$ cat config.mk
export PLATFORM = sky130hd
export DESIGN_NAME = sfs_controller
export DESIGN_NICKNAME = d
export VERILOG_FILES = /design/src/hdl/sfs_pkg.sv /design/src/hdl/sfs_controller.sv
export SDC_FILE = /design/constraint.sdc
export NUM_CORES = 1
export LEC_CHECK = 0
export BUFFER_PORTS_ARGS = -buffer_cell sky130_fd_sc_hd__buf_2
export CAP_MARGIN = 20
export CORE_AREA = 2 2 39 41
export CTS_CLUSTER_SIZE = 14
export DETAILED_ROUTE_END_ITERATION = 10
export DIE_AREA = 0 0 41 43
export HOLD_SLACK_MARGIN = 0.08
export PLACE_DENSITY = 0.57
export SETUP_SLACK_MARGIN = 0.5
export SYNTH_ARGS = -nofsm -noshare
export SYNTH_HDL_FRONTEND = slang
export SYNTH_SLANG_ARGS = --single-unit
$ cat constraint.sdc
create_clock -name clk -period 2.7 [get_ports clk]
set_input_delay 0.27 -clock clk [delete_from_list [all_inputs] [get_ports clk]]
set_output_delay 0.27 -clock clk [all_outputs]
set_load 0.005 [all_outputs]
$ cat src/hdl/sfs_pkg.sv
// ----------------------------------------------------------------------------
// Sample averaging frame store package
// Shared constants and the command and status types that join the
// controller and the datapath.
// ----------------------------------------------------------------------------
`default_nettype none
package sfs_pkg;

    localparam int MAX_WIDTH  = 256;
    localparam int MAX_HEIGHT = 256;
    localparam int DEPTH      = MAX_WIDTH * MAX_HEIGHT;
    localparam int ADDR_W     = $clog2(DEPTH);
    localparam int DIV_STEPS  = 16;
    localparam int STEP_W     = $clog2(DIV_STEPS);
    localparam logic [7:0] COLOR_MAX = 8'd255;

    localparam logic [1:0] CFG_WIDTH  = 2'd0;
    localparam logic [1:0] CFG_HEIGHT = 2'd1;
    localparam logic [1:0] CFG_LIMIT  = 2'd2;
    localparam logic [1:0] CFG_SWAP   = 2'd3;

    typedef struct packed {
        logic clear_write;
        logic load_item;
        logic read_mem;
        logic capture;
        logic load_div;
        logic div_step;
        logic write_mem;
        logic load_out;
    } sfs_cmd_t;

    typedef struct packed {
        logic clear_last;
        logic out_of_range;
    } sfs_status_t;

endpackage
`default_nettype wire

$ cat src/hdl/sfs_controller.sv
// ----------------------------------------------------------------------------
// Sample averaging frame store controller
// Sequences the clearing pass, the pixel read, the division steps, the
// write-back and the result handover.
// ----------------------------------------------------------------------------
`default_nettype none
module sfs_controller
(
    input  wire logic                 clk,
    input  wire logic                 rst_n,
    input  wire logic                 in_valid,
    output logic                      in_ready,
    output logic                      out_valid,
    input  wire logic                 out_ready,
    input  wire sfs_pkg::sfs_status_t status,
    output sfs_pkg::sfs_cmd_t         cmd
);

    typedef enum logic [2:0] {
        S_CLEAR, S_IDLE, S_LOOKUP, S_FETCH, S_PREP, S_DIV, S_WRITE, S_FINISH
    } state_t;

    state_t                      state_reg, state_next;
    logic [sfs_pkg::STEP_W-1:0]  step_reg, step_next;
    logic                        out_valid_reg, out_valid_next;

    assign in_ready  = (state_reg == S_IDLE);
    assign out_valid = out_valid_reg;

    always_comb
    begin
        state_next     = state_reg;
        step_next      = step_reg;
        out_valid_next = out_valid_reg && !out_ready;
        cmd            = '0;
        unique case (state_reg)
            S_CLEAR:
            begin
                cmd.clear_write = 1'b1;
                if (status.clear_last)
                    state_next = S_IDLE;
            end
            S_IDLE:
            begin
                if (in_valid)
                begin
                    cmd.load_item = 1'b1;
                    state_next    = S_LOOKUP;
                end
            end
            S_LOOKUP:
            begin
                if (status.out_of_range)
                    state_next = S_FINISH;
                else
                begin
                    cmd.read_mem = 1'b1;
                    state_next   = S_FETCH;
                end
            end
            S_FETCH:
            begin
                cmd.capture = 1'b1;
                state_next  = S_PREP;
            end
            S_PREP:
            begin
                cmd.load_div = 1'b1;
                step_next    = '0;
                state_next   = S_DIV;
            end
            S_DIV:
            begin
                cmd.div_step = 1'b1;
                step_next    = step_reg + 1'b1;
                if (&step_reg)
                    state_next = S_WRITE;
            end
            S_WRITE:
            begin
                cmd.write_mem = 1'b1;
                state_next    = S_FINISH;
            end
            S_FINISH:
            begin
                if (!out_valid_reg || out_ready)
                begin
                    cmd.load_out   = 1'b1;
                    out_valid_next = 1'b1;
                    state_next     = S_IDLE;
                end
            end
            default:
                state_next = S_IDLE;
        endcase
    end

    always_ff @(posedge clk or negedge rst_n)
    begin
        if (!rst_n)
        begin
            state_reg     <= S_CLEAR;
            step_reg      <= '0;
            out_valid_reg <= 1'b0;
        end
        else
        begin
            state_reg     <= state_next;
            step_reg      <= step_next;
            out_valid_reg <= out_valid_next;
        end
    end

endmodule
`default_nettype wire

==> flow_metrics.env <==
export IMPL_outcome="completed"
export IMPL_synth_area_um2=466.7
export IMPL_htree_levels=1
export IMPL_crit_fanout=10
export IMPL_drt_first_pass_iters=2
export IMPL_yosysSeqAreaShare_pct=42.90
export IMPL_numPortBuffers=15
export IMPL_fin_nets=80
export IMPL_avgSynthCellArea_um2=8.485
export IMPL_postRouteWirelength_um=933
export IMPL_grt_pass1_wl_mm=1.435
export IMPL_slew_headroom_pct=74.04
export IMPL_hpwl_um=705.6
export IMPL_max_freq_ghz=0.6152
export IMPL_cp_required_ps=2430
export IMPL_syn_nets=62
export IMPL_maxSlewViolCount=0
export IMPL_tns_ps=0
export IMPL_hold_violations=0
export IMPL_hold_end="out_valid"
export IMPL_start_util_pct=33.73
export IMPL_worstReg2RegEnd="step_reg[3]"
export IMPL_hold_start="out_ready"
export IMPL_dieHeight_um=43
export IMPL_cts_tree="built"
export IMPL_io_pins=16
export IMPL_largest_register_ffs=4
export IMPL_rr_startpoint="state_reg[0]"
export IMPL_yosysWarningCount=0
export IMPL_finClkSkew_ps=4.921
export IMPL_cp_data_arrival_time_ps=1360
export IMPL_ys_types=22
export IMPL_post_cts_buffers=0
export IMPL_synth_edff_count=0
export IMPL_worst_slew_pin_slew_ps=389.3
export IMPL_clkSlewWorstSetupHoldPaths_ps=50
export IMPL_timing_final_ws_setup_ps=1074
export IMPL_gp_congestion=0.7656
export IMPL_dp_worst_setup_slack_ps=1308
export IMPL_vias_per_cell=4.851
export IMPL_synth_top_cells_by_area="dfrtp_1 (43%), nor3_1 (5.4%), o21ai_0 (5.4%)"
export IMPL_die_x_um=41
export IMPL_grt_usage_pct=12.09
export IMPL_drcViolationCount=0
export IMPL_period_minus_slack_ps=1626
export IMPL_whs_path_depth=2
export IMPL_synth_main_ff_cell="dfrtp_1"
export IMPL_grt_ovfl_total=0
export IMPL_insertion_delay_ps=250
export IMPL_grt_pass1_vias=344
export IMPL_endpoint_kind="primary output"
export IMPL_hp_class="in2reg"
export IMPL_ir_drop_mv=0.4554
export IMPL_setup_viol=0
export IMPL_rsz0062_at_grt="no"
export IMPL_grt_max_degree=14
export IMPL_drive_above_1_share_pct=29.58
export IMPL_path_class="reg2out"
export IMPL_avgRoutedWirePerCell_um=10.72
export IMPL_clockRootBuffer="clkbuf_4"
export IMPL_cts_buffers=3
export IMPL_vias=422
export IMPL_syn_inst=55
export IMPL_placed_cell_area_um2=541.8
export IMPL_ant_nets=0
export IMPL_fin_crit_sh_pct=60.20
export IMPL_async_flop_share_pct=100.0
export IMPL_cts_hold_buffers=1
export IMPL_cts_resized=0
export IMPL_cts_sinks=8
export IMPL_clk_path_buf_depth=2
export IMPL_reg2reg_depth=3
export IMPL_coreArea_um2=1384
export IMPL_yosysMostFrequentCell="dfrtp_1"
export IMPL_cp_start_kind="flop"
export IMPL_r2r_slack_ps=1290
export IMPL_whs_ps=254.6
export IMPL_drtIter0Drc=2
export IMPL_drv_cap=0
export IMPL_power_static_leakage_nw=0.2895
export IMPL_yosysTopAreaCellShare_pct=42.90
export IMPL_final_area_um2=574.3
export IMPL_p_per_area_nw_per_um2=1048
export IMPL_ys_top_cells_by_count="dfrtp_1 (8), inv_1 (6), nor3_1 (5), o21ai_0 (5)"
export IMPL_rows=14
export IMPL_syn_to_final_growth_pct=23.06
export IMPL_yosysTopAreaCell="dfrtp_1"
export IMPL_antenna_cells=0
export IMPL_antenna_found_initial=0
export IMPL_final_util_pct=41.50
export IMPL_dieArea_um2=1763
export IMPL_ys_ff_latch=8
worst max-delay path, stage by stage, from the launching register on:
cell	delay [ps]
dfrtp_1	500
inv_1	160
nor4_1	290
buf_2	160
how the worst max path moves through the flow:
| stage | start | to | slack (ps) | depth (start not counted) |
|---|---|---|---|---|
| 6_report | state_reg[1] | cmd[5] | 1070 | 3 |
| 5_1_grt | state_reg[1] | cmd[5] | 960 | 3 |
| 4_1_cts | state_reg[1] | cmd[5] | 1040 | 3 |
| 3_5_place_dp | state_reg[0] | step_reg[3] | 1310 | 3 |
| 3_3_place_gp | state_reg[1] | cmd[5] | 1330 | 3 |
| 2_1_floorplan | state_reg[1] | step_reg[3] | 1460 | 4 |
cell usage in the layout, fill, tap and decap left out:
master / synthesis / layout
nand3_1: 4 / 4
nor3_1: 5 / 5
dlygate4sd3_1: 0 / 1
dfrtp_1: 8 / 8
nor4_1: 2 / 2
buf_2: 1 / 15
o21ai_0: 5 / 5
or4_1: 1 / 1
nand4_1: 1 / 1
a31o_2: 1 / 1
a21oi_1: 4 / 4
mux2_2: 1 / 1
ha_1: 1 / 1
nand2_1: 4 / 4
mux2i_1: 1 / 1
clkbuf_4: 0 / 3
inv_1: 6 / 6
nand3b_1: 1 / 1
nand2b_4: 1 / 1
nor2_1: 4 / 4
nand2b_1: 1 / 1
nor3b_1: 1 / 1
layer usage:
metal / up-vias / wire length [um] / GRT usage [%]
li1: 228 / - / -
met5: - / 0 / 0
met3: 2 / 49 / 3.141
met4: 0 / 11 / 8.000
met1: 182 / 473 / 17.39
met2: 10 / 399 / 15.31
through the flow:
step | power [mW] | std cells
after floorplan | 0.4432 | 55
after global placement | 0.5179 | 83
after detailed placement | 0.5167 | 83
after CTS | 0.6105 | 87
after global routing | 0.6661 | 87
final | 0.6019 | 87
cell families after synthesis:
family / share of synthesized area (%)
and+or+nand+nor: 29.22
adders and majority gates: 2.681
AOI/OAI and AO/OA: 11.53
DFF: 42.90
muxes: 4.558
buffers and inverters: 9.113
power by group:
part / switching, mW / leakage (nW) / total, mW / internal (mW)
sequential: 0.0870 / 0.0945 / 0.263 / 0.176
combinational: 0.124 / 0.181 / 0.250 / 0.127
clock: 0.0375 / 0.0138 / 0.0881 / 0.0507
total: 0.248 / 0.289 / 0.602 / 0.354
cell type report:
| cell class | instances | area (um^2) |
|---|---|---|
| inverters | 6 | 22.52 |
| clock buffers | 3 | 22.52 |
| well taps | 16 | 20.02 |
| multi-input cells | 38 | 224.0 |
| fillers | 149 | 809.5 |
| repair buffers | 16 | 85.08 |
| flip-flops and latches | 8 | 200.2 |
Note: power is estimated with default switching activity, not from simulation.
